--- config.mk ---
export PLATFORM = sky130hd
export DESIGN_NAME = hdlc_bit_stuffing_frame_encoder_flat
export DESIGN_NICKNAME = d
export VERILOG_FILES = /design/src/rtl/core/hdlce_pkg.sv /design/src/rtl/core/hdlce_if.sv /design/src/rtl/core/hdlc_bit_stuffing_frame_encoder.sv /design/src/rtl/core/hdlce_bit_unit.sv /design/src/rtl/core/hdlce_out_stage.sv /design/src/flat_wrapper.sv
export SDC_FILE = /design/constraint.sdc
export NUM_CORES = 1
export LEC_CHECK = 0
export BUFFER_PORTS_ARGS = -buffer_cell sky130_fd_sc_hd__buf_2
export CORE_ASPECT_RATIO = 1.5
export CORE_MARGIN = 2
export CORE_UTILIZATION = 50
export DETAILED_ROUTE_END_ITERATION = 10
export PLACE_DENSITY = 0.66
export SLEW_MARGIN = 20
export SYNTH_ARGS = -nofsm -noshare
export SYNTH_HDL_FRONTEND = slang
export SYNTH_SLANG_ARGS = --single-unit
--- constraint.sdc ---
create_clock -name clk -period 3.7 [get_ports clk]
set_clock_uncertainty 0.05 [all_clocks]
set_input_delay 0.185 -clock clk [delete_from_list [all_inputs] [get_ports clk]]
set_output_delay 0.185 -clock clk [all_outputs]
set_load 0.005 [all_outputs]
--- src/rtl/core/hdlce_pkg.sv ---
// Package for the HDLC bit-stuffing frame encoder.
// Holds constants, action and segment codes, and the structs shared by the core modules.
// No dependencies.
`default_nettype none

package hdlce_pkg;

    localparam logic [15:0] CRC_POLY    = 16'h8408;
    localparam logic [15:0] CRC_INIT    = 16'hFFFF;
    localparam logic [7:0]  FLAG_BYTE   = 8'h7E;
    localparam logic [2:0]  RUN_MAX     = 3'd5;
    localparam logic [2:0]  RUN_SAT     = 3'd7;
    localparam logic [15:0] LIMIT_RESET = 16'd4096;

    localparam logic [1:0] ACT_START  = 2'd0;
    localparam logic [1:0] ACT_DATA   = 2'd1;
    localparam logic [1:0] ACT_FLAG   = 2'd2;
    localparam logic [1:0] ACT_FOOTER = 2'd3;

    localparam logic [1:0] SEG_BYTE_LO = 2'd0;
    localparam logic [1:0] SEG_BYTE_HI = 2'd1;
    localparam logic [1:0] SEG_FLAG    = 2'd2;

    typedef struct packed {
        logic [15:0] crc_next;
        logic        room;
        logic [15:0] bits_inc;
        logic [2:0]  run_inc;
        logic        run_full;
    } bit_step_t;

    typedef struct packed {
        logic line_bit;
        logic bit_valid;
        logic stuffed;
        logic overflow;
        logic last;
    } res_t;

endpackage

`default_nettype wire

--- src/rtl/core/hdlce_if.sv ---
// Channel interfaces of the HDLC frame encoder: input item, result bit, limit write.
// Valid/ready handshake; a transaction completes when both are high at a clock edge.
// No dependencies.
`default_nettype none

interface hdlce_in_if;
    logic       valid;
    logic       ready;
    logic [1:0] action;
    logic [7:0] data_byte;

    modport source (output valid, output action, output data_byte, input ready);
    modport sink (input valid, input action, input data_byte, output ready);
endinterface

interface hdlce_out_if;
    logic valid;
    logic ready;
    logic line_bit;
    logic bit_valid;
    logic stuffed;
    logic overflow;
    logic last;

    modport source (output valid, output line_bit, output bit_valid, output stuffed,
                    output overflow, output last, input ready);
    modport sink (input valid, input line_bit, input bit_valid, input stuffed,
                  input overflow, input last, output ready);
endinterface

interface hdlce_cfg_if;
    logic        valid;
    logic        ready;
    logic [15:0] frame_bit_limit;

    modport source (output valid, output frame_bit_limit, input ready);
    modport sink (input valid, input frame_bit_limit, output ready);
endinterface

`default_nettype wire

--- src/rtl/core/hdlc_bit_stuffing_frame_encoder.sv ---
// Top level of the HDLC bit-stuffing frame encoder: sequencer, state and limit register.
// Depends on hdlce_pkg, hdlce_if, hdlce_bit_unit, hdlce_out_stage.
//
//  channel | dir | fields                                      | role
//  item    | in  | action[1:0], data_byte[7:0]                 | one action per transaction
//  result  | out | line_bit, bit_valid, stuffed, overflow, last | one line bit or empty result
//  cfg     | in  | frame_bit_limit[15:0]                       | limit write, always ready
//
// At most one result per cycle while the result channel takes them; accepting an item yields
// no result, each line bit or stuffed zero yields one, and a segment cut short by the bit limit
// yields none. A start item and an item cut short end with an empty result (overflow if cut).
// item.ready is high only between items. A stalled result channel freezes the sequencer.
// Reset: CRC 0xFFFF, run and bit count zero, limit 4096, no result pending.
`default_nettype none

module hdlc_bit_stuffing_frame_encoder
    import hdlce_pkg::*;
(
    input  wire logic   clk,
    input  wire logic   rst_n,
    hdlce_in_if.sink    item,
    hdlce_out_if.source result,
    hdlce_cfg_if.sink   cfg
);

    localparam logic [1:0] ST_IDLE = 2'd0;
    localparam logic [1:0] ST_RUN  = 2'd1;
    localparam logic [1:0] ST_END  = 2'd2;

    logic [1:0]  state_reg,     state_next;
    logic [15:0] crc_reg,       crc_next;
    logic [2:0]  ones_run_reg,  ones_run_next;
    logic [15:0] bits_sent_reg, bits_sent_next;
    logic [15:0] limit_reg;
    logic [1:0]  seg_reg,       seg_next;
    logic        footer_reg,    footer_next;
    logic [7:0]  byte_reg,      byte_next;
    logic [7:0]  hi_reg,        hi_next;
    logic [2:0]  idx_reg,       idx_next;
    logic        pend_reg,      pend_next;
    logic        drop_reg,      drop_next;

    bit_step_t step;
    logic      cur_bit;
    logic      can_load;
    logic      load;
    res_t      ld_res;
    logic      last_seg;
    logic      bit_done;
    logic      drop_evt;
    logic      seg_end;

    assign cur_bit  = (seg_reg == SEG_FLAG) ? FLAG_BYTE[idx_reg] : byte_reg[idx_reg];
    assign last_seg = (seg_reg == SEG_FLAG) || ((seg_reg == SEG_BYTE_LO) && !footer_reg);

    hdlce_bit_unit u_bit_unit (
        .bit_in    (cur_bit),
        .crc       (crc_reg),
        .ones_run  (ones_run_reg),
        .bits_sent (bits_sent_reg),
        .limit     (limit_reg),
        .step      (step)
    );

    hdlce_out_stage u_out_stage (
        .clk      (clk),
        .rst_n    (rst_n),
        .load     (load),
        .ld_res   (ld_res),
        .can_load (can_load),
        .result   (result)
    );

    assign item.ready = (state_reg == ST_IDLE);
    assign cfg.ready  = 1'b1;

    always_comb
    begin
        state_next     = state_reg;
        crc_next       = crc_reg;
        ones_run_next  = ones_run_reg;
        bits_sent_next = bits_sent_reg;
        seg_next       = seg_reg;
        footer_next    = footer_reg;
        byte_next      = byte_reg;
        hi_next        = hi_reg;
        idx_next       = idx_reg;
        pend_next      = pend_reg;
        drop_next      = drop_reg;
        load           = 1'b0;
        ld_res         = '0;
        bit_done       = 1'b0;
        drop_evt       = 1'b0;
        seg_end        = 1'b0;

        case (state_reg)
            ST_IDLE:
            begin
                if (item.valid)
                begin
                    idx_next    = 3'd0;
                    pend_next   = 1'b0;
                    drop_next   = 1'b0;
                    footer_next = 1'b0;
                    byte_next   = item.data_byte;
                    case (item.action)
                        ACT_START:
                        begin
                            crc_next       = CRC_INIT;
                            ones_run_next  = 3'd0;
                            bits_sent_next = 16'd0;
                            state_next     = ST_END;
                        end
                        ACT_DATA:
                        begin
                            seg_next   = SEG_BYTE_LO;
                            state_next = ST_RUN;
                        end
                        ACT_FLAG:
                        begin
                            seg_next   = SEG_FLAG;
                            state_next = ST_RUN;
                        end
                        default:
                        begin
                            seg_next    = SEG_BYTE_LO;
                            footer_next = 1'b1;
                            byte_next   = ~crc_reg[7:0];
                            hi_next     = ~crc_reg[15:8];
                            state_next  = ST_RUN;
                        end
                    endcase
                end
            end

            ST_RUN:
            begin
                if (can_load)
                begin
                    if (pend_reg)
                    begin
                        if (step.room)
                        begin
                            load             = 1'b1;
                            ld_res.bit_valid = 1'b1;
                            ld_res.stuffed   = 1'b1;
                            bits_sent_next   = step.bits_inc;
                            ones_run_next    = 3'd0;
                            pend_next        = 1'b0;
                            bit_done         = 1'b1;
                        end
                        else
                        begin
                            drop_evt = 1'b1;
                        end
                    end
                    else if (seg_reg != SEG_FLAG)
                    begin
                        crc_next = step.crc_next;
                        if (!step.room)
                        begin
                            drop_evt = 1'b1;
                        end
                        else
                        begin
                            load             = 1'b1;
                            ld_res.line_bit  = cur_bit;
                            ld_res.bit_valid = 1'b1;
                            bits_sent_next   = step.bits_inc;
                            if (cur_bit)
                            begin
                                ones_run_next = step.run_inc;
                                if (step.run_full)
                                begin
                                    pend_next = 1'b1;
                                end
                                else
                                begin
                                    bit_done = 1'b1;
                                end
                            end
                            else
                            begin
                                ones_run_next = 3'd0;
                                bit_done      = 1'b1;
                            end
                        end
                    end
                    else
                    begin
                        if (step.room)
                        begin
                            load             = 1'b1;
                            ld_res.line_bit  = cur_bit;
                            ld_res.bit_valid = 1'b1;
                            bits_sent_next   = step.bits_inc;
                            bit_done         = 1'b1;
                        end
                        else
                        begin
                            drop_evt = 1'b1;
                        end
                    end

                    if (bit_done)
                    begin
                        if (idx_reg == 3'd7)
                        begin
                            seg_end = 1'b1;
                        end
                        else
                        begin
                            idx_next = idx_reg + 3'd1;
                        end
                    end
                    if (drop_evt)
                    begin
                        drop_next = 1'b1;
                        seg_end   = 1'b1;
                    end
                    ld_res.last = bit_done && (idx_reg == 3'd7) && last_seg && !drop_reg;

                    if (seg_end)
                    begin
                        idx_next  = 3'd0;
                        pend_next = 1'b0;
                        if (last_seg)
                        begin
                            state_next = (drop_reg || drop_evt) ? ST_END : ST_IDLE;
                        end
                        else if (seg_reg == SEG_BYTE_LO)
                        begin
                            seg_next  = SEG_BYTE_HI;
                            byte_next = hi_reg;
                        end
                        else
                        begin
                            seg_next = SEG_FLAG;
                        end
                    end
                end
            end

            ST_END:
            begin
                if (can_load)
                begin
                    load            = 1'b1;
                    ld_res.overflow = drop_reg;
                    ld_res.last     = 1'b1;
                    state_next      = ST_IDLE;
                end
            end

            default:
            begin
                state_next = ST_IDLE;
            end
        endcase
    end

    always_ff @(posedge clk or negedge rst_n)
    begin
        if (!rst_n)
        begin
            state_reg     <= ST_IDLE;
            crc_reg       <= CRC_INIT;
            ones_run_reg  <= 3'd0;
            bits_sent_reg <= 16'd0;
            limit_reg     <= LIMIT_RESET;
            seg_reg       <= SEG_BYTE_LO;
            footer_reg    <= 1'b0;
            idx_reg       <= 3'd0;
            pend_reg      <= 1'b0;
            drop_reg      <= 1'b0;
        end
        else
        begin
            state_reg     <= state_next;
            crc_reg       <= crc_next;
            ones_run_reg  <= ones_run_next;
            bits_sent_reg <= bits_sent_next;
            seg_reg       <= seg_next;
            footer_reg    <= footer_next;
            idx_reg       <= idx_next;
            pend_reg      <= pend_next;
            drop_reg      <= drop_next;
            if (cfg.valid)
            begin
                limit_reg <= cfg.frame_bit_limit;
            end
        end
    end

    always_ff @(posedge clk)
    begin
        byte_reg <= byte_next;
        hi_reg   <= hi_next;
    end

    a_bit_counts: assert property (@(posedge clk) disable iff (!rst_n)
        load && ld_res.bit_valid |=> bits_sent_reg == $past(bits_sent_reg) + 16'd1)
        else $error("line bit emitted without bit count step");

    a_stuff_clears_run: assert property (@(posedge clk) disable iff (!rst_n)
        load && ld_res.stuffed |=> ones_run_reg == 3'd0)
        else $error("stuffed zero did not clear ones run");

    a_last_ends_item: assert property (@(posedge clk) disable iff (!rst_n)
        load && ld_res.last |=> state_reg == ST_IDLE)
        else $error("last result loaded but item still in progress");

    a_ovf_empty: assert property (@(posedge clk) disable iff (!rst_n)
        load && ld_res.overflow |-> ld_res.last && !ld_res.bit_valid && drop_reg)
        else $error("overflow result malformed");

endmodule

`default_nettype wire

--- src/rtl/core/hdlce_bit_unit.sv ---
// Shared per-bit unit: one CRC-16 step, limit compare, bit count and ones-run increment.
// Used once per cycle by the sequencer in the top level. Depends on hdlce_pkg.
`default_nettype none

module hdlce_bit_unit
    import hdlce_pkg::*;
(
    input  wire logic        bit_in,
    input  wire logic [15:0] crc,
    input  wire logic [2:0]  ones_run,
    input  wire logic [15:0] bits_sent,
    input  wire logic [15:0] limit,
    output bit_step_t        step
);

    logic [15:0] mix;

    always_comb
    begin
        mix = crc ^ {15'd0, bit_in};
        if (mix[0])
        begin
            step.crc_next = (mix >> 1) ^ CRC_POLY;
        end
        else
        begin
            step.crc_next = mix >> 1;
        end
        step.room     = bits_sent < limit;
        step.bits_inc = bits_sent + 16'd1;
        step.run_inc  = (ones_run == RUN_SAT) ? RUN_SAT : ones_run + 3'd1;
        step.run_full = step.run_inc >= RUN_MAX;
    end

endmodule

`default_nettype wire

--- src/rtl/core/hdlce_out_stage.sv ---
// Output register of the HDLC frame encoder: holds one result transaction until taken.
// Depends on hdlce_pkg and hdlce_out_if.
`default_nettype none

module hdlce_out_stage
    import hdlce_pkg::*;
(
    input  wire logic    clk,
    input  wire logic    rst_n,
    input  wire logic    load,
    input  wire res_t    ld_res,
    output logic         can_load,
    hdlce_out_if.source  result
);

    logic valid_reg;
    logic valid_next;
    res_t res_reg;

    assign can_load = !valid_reg || result.ready;

    always_comb
    begin
        valid_next = valid_reg;
        if (load)
        begin
            valid_next = 1'b1;
        end
        else if (result.ready)
        begin
            valid_next = 1'b0;
        end
    end

    always_ff @(posedge clk or negedge rst_n)
    begin
        if (!rst_n)
        begin
            valid_reg <= 1'b0;
        end
        else
        begin
            valid_reg <= valid_next;
        end
    end

    always_ff @(posedge clk)
    begin
        if (load)
        begin
            res_reg <= ld_res;
        end
    end

    assign result.valid     = valid_reg;
    assign result.line_bit  = res_reg.line_bit;
    assign result.bit_valid = res_reg.bit_valid;
    assign result.stuffed   = res_reg.stuffed;
    assign result.overflow  = res_reg.overflow;
    assign result.last      = res_reg.last;

endmodule

`default_nettype wire
--- src/flat_wrapper.sv ---
// flat-port wrapper written by rule: the top's interface ports become plain ports
module hdlc_bit_stuffing_frame_encoder_flat import hdlce_pkg::*;
  (clk, rst_n, item_valid, item_action, item_data_byte, item_ready, result_valid, result_line_bit, result_bit_valid, result_stuffed, result_overflow, result_last, result_ready, cfg_valid, cfg_frame_bit_limit, cfg_ready);
  hdlce_in_if item_i ();
  hdlce_out_if result_i ();
  hdlce_cfg_if cfg_i ();
  input  wire logic clk;
  input  wire logic rst_n;
  input wire logic [$bits(item_i.valid)-1:0] item_valid;
  input wire logic [$bits(item_i.action)-1:0] item_action;
  input wire logic [$bits(item_i.data_byte)-1:0] item_data_byte;
  output wire logic [$bits(item_i.ready)-1:0] item_ready;
  output wire logic [$bits(result_i.valid)-1:0] result_valid;
  output wire logic [$bits(result_i.line_bit)-1:0] result_line_bit;
  output wire logic [$bits(result_i.bit_valid)-1:0] result_bit_valid;
  output wire logic [$bits(result_i.stuffed)-1:0] result_stuffed;
  output wire logic [$bits(result_i.overflow)-1:0] result_overflow;
  output wire logic [$bits(result_i.last)-1:0] result_last;
  input wire logic [$bits(result_i.ready)-1:0] result_ready;
  input wire logic [$bits(cfg_i.valid)-1:0] cfg_valid;
  input wire logic [$bits(cfg_i.frame_bit_limit)-1:0] cfg_frame_bit_limit;
  output wire logic [$bits(cfg_i.ready)-1:0] cfg_ready;
  assign item_i.valid = item_valid;
  assign item_i.action = item_action;
  assign item_i.data_byte = item_data_byte;
  assign item_ready = item_i.ready;
  assign result_valid = result_i.valid;
  assign result_line_bit = result_i.line_bit;
  assign result_bit_valid = result_i.bit_valid;
  assign result_stuffed = result_i.stuffed;
  assign result_overflow = result_i.overflow;
  assign result_last = result_i.last;
  assign result_i.ready = result_ready;
  assign cfg_i.valid = cfg_valid;
  assign cfg_i.frame_bit_limit = cfg_frame_bit_limit;
  assign cfg_ready = cfg_i.ready;
  hdlc_bit_stuffing_frame_encoder u_core (.clk(clk), .rst_n(rst_n), .item(item_i), .result(result_i), .cfg(cfg_i));
endmodule
==> out/metrics.yaml, run 1 <==
synthMuxAreaShare: 0.0304
cts_buffers: 9
track_usage: 0.204
rows: 42
fmaxAchievable_ghz: 0.336
htreeDepth: 3
cts_tree: "built"
startpoint_type: "flop"
finalHoldViolCount: 0
timing.reg2reg.setup_slack_ns: 0.72
viasPerCell: 5.45
synth_warnings: 0
report.final.setup_viol: 0
holdPathStages: 3
crit_top_cell: "nor2_1"
root_buffer: "clkbuf_16"
num-nets-final: 526
slowest_delay_ns: 0.51
design.core.area_mm2: 0.00872
grt_use_met2: 0.377
die_width_um: 80.7
setup_tns_ns: 0
clkLatencyLatePin_ns: 0.34
ys_top_cells_by_area: "dfrtp_1 (26%), edfxtp_1 (14%), dfstp_2 (10%)"
drc: 0
via_count: 3193
rr_endpoint: "u_core.byte_reg[1]$_DFFE_PP_"
syn2layout_area_growth_pct: 12.9
powerDensity_mw_per_mm2: 600
synth_top_family_by_area: "compound AO/OA/AOI/OAI gates"
synth_compound_area_frac: 0.184
grt_use_met1: 0.223
synth-main-ff-cell: "dfrtp_1"
arrival_ns: 2.89
die_area_mm2: 0.00960
drtAntennaViolNets: 0
postPlaceCellArea_mm2: 0.00469
grt_pass1_wl_um: 15100
fin_ws_ns: 0.724
yosys-top-cells-count: "nand2_1 (46), nor2_1 (46), dfrtp_1 (45)"
rsz0062_at_grt: "no"
synth_xor_area_frac: 0.0318
io_buffers: 37
synth_area_mm2: 0.00441
syn_nets: 488
dp_cells: 568
antenna_found_initial: 0
slowest_stage: "dfstp_2"
instances_no_fill: 586
grtUsageMet3: 0.0265
yosys.area_share.simple: 0.133
leakage_nw: 2.20
r2r_cells: 9
synth_edf_count: 21
swShare: 0.347
hp-start: "cfg_frame_bit_limit[5]"
fp.dieH_um: 119
ctsResizeCount: 0
cap_violations: 0
crit_start: "u_core.limit_reg[12]$_DFFE_PN1P_"
syn_avg_cell_area_um2: 10.2
synth_fa_ha_area_frac: 0.0681
drt_pass1_iterations: 4
cp_top_family: "compound AO/OA/AOI/OAI gates"
dp_hpwl_um: 6470
yosysSeqAreaShare: 0.500
drive_above_1_share: 0.187
slew_viol_final: 0
synthArstFlopShare: 0.747
peakVddDrop_mv: 0.304
ys_seq_elements: 83
synthCells: 433
globalRouteOverflowTotal: 0
dpl_worst_slack_ns: 0.727
clock_sinks: 83
diodes: 0
endpoint_kind: "flop"
slew_headroom: 0.471
p_comb_frac: 0.313
p_sw_mw: 1.04
yosysTopAreaCellShare: 0.255
gp_congestion: 0.787
tightest_slew_ns: 0.790
p_seq_frac: 0.416
crit_fanout: 8
grt_most_used_layer: "met2"
path_cells: "inv_1, ha_1, nand4_1, nor2_1, o2111ai_1, o21ai_2, o21a_1, a31oi_1, nor2_1"
synth_cell_type_count: 59
holdCritPathClass: "input port to flop"
n_fill_cell: 785
status: "complete, no violations"
final_area_mm2: 0.00498
path_clk_slew_ns: 0.06
drt-initial-drc-count: 118
io_pins: 39
grt_max_degree: 46
p_int_mw: 1.95
cp_data_required_time_ns: 3.62
crit-reg2reg-launch: "u_core.limit_reg[12]$_DFFE_PN1P_"
period_minus_slack_ns: 2.98
wirelength_um: 8710
critPathBufInv: 1
clock_path_buffers: 2
min_to: "u_core.limit_reg[5]$_DFFE_PN0P_"
clock_power_share: 0.271
synth_top_cell_by_area: "dfrtp_1"
initial_core_util: 0.505
post-route-period-util: 0.804
worstSetupPathType: "flop to flop"
avgRoutedWirePerCell_um: 14.9
grt_pass1_vias: 3325
## how the worst max path moves through the flow
stage / endpoint / slack [ns] / depth (start not counted)
after floorplan: u_core.byte_reg[0]$_DFFE_PP_ / 1.10 / 9
after global placement: u_core.byte_reg[6]$_DFFE_PP_ / 0.80 / 9
after detailed placement: u_core.byte_reg[4]$_DFFE_PP_ / 0.73 / 9
after CTS: u_core.byte_reg[1]$_DFFE_PP_ / 0.70 / 9
after global routing: u_core.crc_reg[3]$_DFFE_PN1P_ / 0.49 / 9
final: u_core.byte_reg[1]$_DFFE_PP_ / 0.72 / 9
## power groups by stage
stage / clock, mW / sequential [mW] / combinational, mW
6_report: 0.811 / 1.24 / 0.935
5_1_grt: 0.865 / 1.26 / 1.07
4_1_cts: 0.826 / 1.24 / 0.947
3_5_place_dp: 0 / 1.26 / 0.937
3_3_place_gp: 0 / 1.25 / 0.920
2_1_floorplan: 0 / 1.23 / 0.693
## timing repair
item / in CTS / in global routing
hold endpoints to repair: 33 / 0
hold buffers: 2 / 0
setup buffers: 0 / 0
setup endpoints to repair: 0 / 0
## kinds of logic after synthesis
family / after synthesis
mux: 10
compound gates: 116
buf+inv: 57
flops: 83
other cells: 1
xor+xnor: 16
simple gates: 126
fa+ha+maj: 24
## area by class of cell
cell class,count,area (um2),area share
well taps,110,138,0.0276
clock inverters,6,31.3,0.00628
clock buffers,10,239,0.0480
multi-input cells,293,1970,0.397
inverters,40,150,0.0302
repair buffers,44,243,0.0488
flip-flops and latches,83,2200,0.443
## worst min-delay path, cell delays in order
cell	delay, ns
buf_2	0.08
nand2_1	0.04
o21ai_0	0.05
## cells in the final DEF (no fill, tap or decap), drive strengths merged, types with 2 or more instances in the layout
master and instances:
nand3 5, xnor2 13, buf 42, edfxtp 21, and4 2, mux2 4, dfrtp 45, a2111oi 3
ha 24, o21a 3, nor2b 3, o2111ai 2, clkbuf 10, nor3 5, o22a 14, a22o 2
nand2b 4, a31oi 2, or2 2, a21o 5, mux4 2, dfstp 17, xor2 3, dlygate4sd3 2
mux2i 4, nor2 47, a22oi 2, nor4 2, a21oi 27, o21ai 35, a211oi 15, inv 40
and3 3, clkinv 5, nand4 3, nand2 46
## routing by layer
layer	vias up	share of wire
li1	1596	-
met1	1532	0.40
met2	50	0.55
met3	15	0.026
met4	0	0.025
met5	-	0
## through the flow
step	total power [mW]	util	hold WS, ns
4_1_cts	3.02	0.571	0.00552
3_5_place_dp	2.20	0.537	0.257
5_1_grt	3.20	0.571	0.0237
3_3_place_gp	2.17	0.537	0.252
2_1_floorplan	1.93	-	-0.161
6_report	2.99	0.571	0.00976
Power figures use the tool's default switching activity.
==> run 2, diff against run 1 <==
--- a/config.mk
+++ b/config.mk
@@ -10,7 +10,7 @@
 export CORE_MARGIN = 2
 export CORE_UTILIZATION = 50
 export DETAILED_ROUTE_END_ITERATION = 10
-export PLACE_DENSITY = 0.66
+export PLACE_DENSITY = 0.68
 export SLEW_MARGIN = 20
 export SYNTH_ARGS = -nofsm -noshare
 export SYNTH_HDL_FRONTEND = slang
==> constraint.sdc (replaced) <==
create_clock -name clk -period 2.5 [get_ports clk]
set_clock_uncertainty 0.05 [all_clocks]
set_input_delay 0.125 -clock clk [delete_from_list [all_inputs] [get_ports clk]]
set_output_delay 0.125 -clock clk [all_outputs]
set_load 0.005 [all_outputs]
==> out/metrics.yaml, run 2 (synthesized netlist as in run 1, its figures left out) <==
report.final.setup_viol: 8
crit_fanout: 8
hold_ws_ns: 0.0865
holdCritPathClass: "input port to flop"
syn2layout_area_growth_pct: 26.5
fin_ws_ns: -0.0150
clock_sinks: 83
cts_tree: "built"
violations: "setup timing"
antenna_found_initial: 0
leakage_nw: 2.46
post-route-period-util: 1.01
wl_met3_um: 295
status: "complete, but fails checks"
io_pins: 39
dp_hpwl_um: 6570
wl_met2_um: 5320
final_cell_mix: "nand2_1 (45), dfrtp_1 (45), nor2_1 (43), inv_1 (38), buf_2 (38)"
dpl_worst_slack_ns: -0.282
num-nets-final: 574
drive_above_1_share: 0.281
drc: 0
grt_max_degree: 63
worstSetupPathType: "flop to flop"
wirelength_um: 9530
cts_buffers: 9
path_clk_slew_ns: 0.06
r2r_cells: 11
grt_pass1_wl_um: 15800
clock_path_buffers: 2
gp_congestion: 0.814
startpoint_type: "flop"
fmaxAchievable_ghz: 0.398
slew_headroom: 0.629
cp_data_required_time_ns: 2.48
top_layer: "met4"
root_buffer: "clkbuf_16"
wl_met1_um: 3670
cap_violations: 0
endpoint_kind: "flop"
slew_viol_final: 0
rsz0062_at_grt: "yes"
fp.dieH_um: 119
die_width_um: 80.7
diodes: 0
initial_core_util: 0.505
viasPerCell: 5.35
htreeDepth: 3
clkLatencyLatePin_ns: 0.35
track_usage: 0.214
peakVddDrop_mv: 0.544
arrival_ns: 2.49
die_area_mm2: 0.00960
drt-initial-drc-count: 146
tightest_slew_ns: 0.556
grt_pass1_vias: 3550
powerDensity_mw_per_mm2: 837
holdPathStages: 3
finalHoldViolCount: 0
rows: 42
period_minus_slack_ns: 2.51
design.core.area_mm2: 0.00872
globalRouteOverflowTotal: 0
avgRoutedWirePerCell_um: 15.0
via_count: 3389
drt_pass1_iterations: 4
io_buffers: 37
drtAntennaViolNets: 0
-- run 2: cell types whose count changed in the layout (fill, tap and decap cells not counted), moves of 3 or more --
cell,change
a211oi_1,-10
buf_4,+27
buf_6,+3
dlygate4sd3_1,+15
nor2_1,-3
a211oi_2,+10
clkinv_2,-3
-- run 2: per-stage QoR --
step	TNS [ns]	std cells	utilization	power, mW	instance area (um2)
floorplan	0	433	-	2.86	4410
global route	-1.62	634	0.639	4.97	5570
CTS	-0.295	630	0.621	4.65	5420
finish	-0.114	634	0.639	4.66	5570
global placement	-4.49	593	0.561	3.36	4890
detailed placement	-6.26	593	0.561	3.39	4890
-- run 2: worst max-delay path, cell delays in order (launching register included) --
cell and delay, ns:
dfstp_2 0.52, inv_2 0.04, ha_4 0.25, nand4_1 0.10, buf_4 0.18, nor3_4 0.21
nor4_4 0.06, buf_4 0.15, o21ai_4 0.09, o21a_1 0.19, a31oi_2 0.12, nor2_4 0.23
-- run 2: power breakdown --
| group | switching, mW | total, mW | internal (mW) |
|---|---|---|---|
| logic | 1.01 | 1.67 | 0.663 |
| clock network | 0.526 | 1.19 | 0.662 |
| registers | 0.117 | 1.80 | 1.69 |
| total | 1.65 | 4.66 | 3.01 |
-- run 2: what timing repair did --
item,in CTS,in global routing
hold buffers,17,0
endpoints found under the setup margin,37,51
endpoints found under the hold margin,61,0
resized for setup,12,26
pin swaps,10,9
buffers inserted,2,4
cloned,2,0
-- run 2: path summary, 6_finish.rpt --
kind | start | to | slack, ns
min | item_data_byte[4] | u_core.byte_reg[4]$_DFFE_PP_ | 0.09
min reg2reg | u_core.limit_reg[0]$_DFFE_PN0P_ | u_core.limit_reg[0]$_DFFE_PN0P_ | 0.46
max | u_core.limit_reg[12]$_DFFE_PN1P_ | u_core.byte_reg[7]$_DFFE_PP_ | -0.01
min in group asynchronous | rst_n | u_core.limit_reg[0]$_DFFE_PN0P_ | 0.27
max reg2reg | u_core.limit_reg[12]$_DFFE_PN1P_ | u_core.byte_reg[7]$_DFFE_PP_ | -0.01
max in group asynchronous | rst_n | u_core.crc_reg[14]$_DFFE_PN1P_ | 1.81
-- run 2: area by class of cell --
cell class | instances | area [um2]
clock buffers | 10 | 229
clock inverters | 6 | 32.5
fillers | 708 | 3150
inverters | 40 | 150
multi-input cells | 294 | 2170
flip-flops and latches | 83 | 2200
well taps | 110 | 138
repair buffers | 91 | 654
-- run 2: per-layer routing --
layer,GRT usage,up-vias
met5,0,-
met4,0.0975,0
met3,0.0356,17
met2,0.402,60
met1,0.226,1625
li1,-,1687
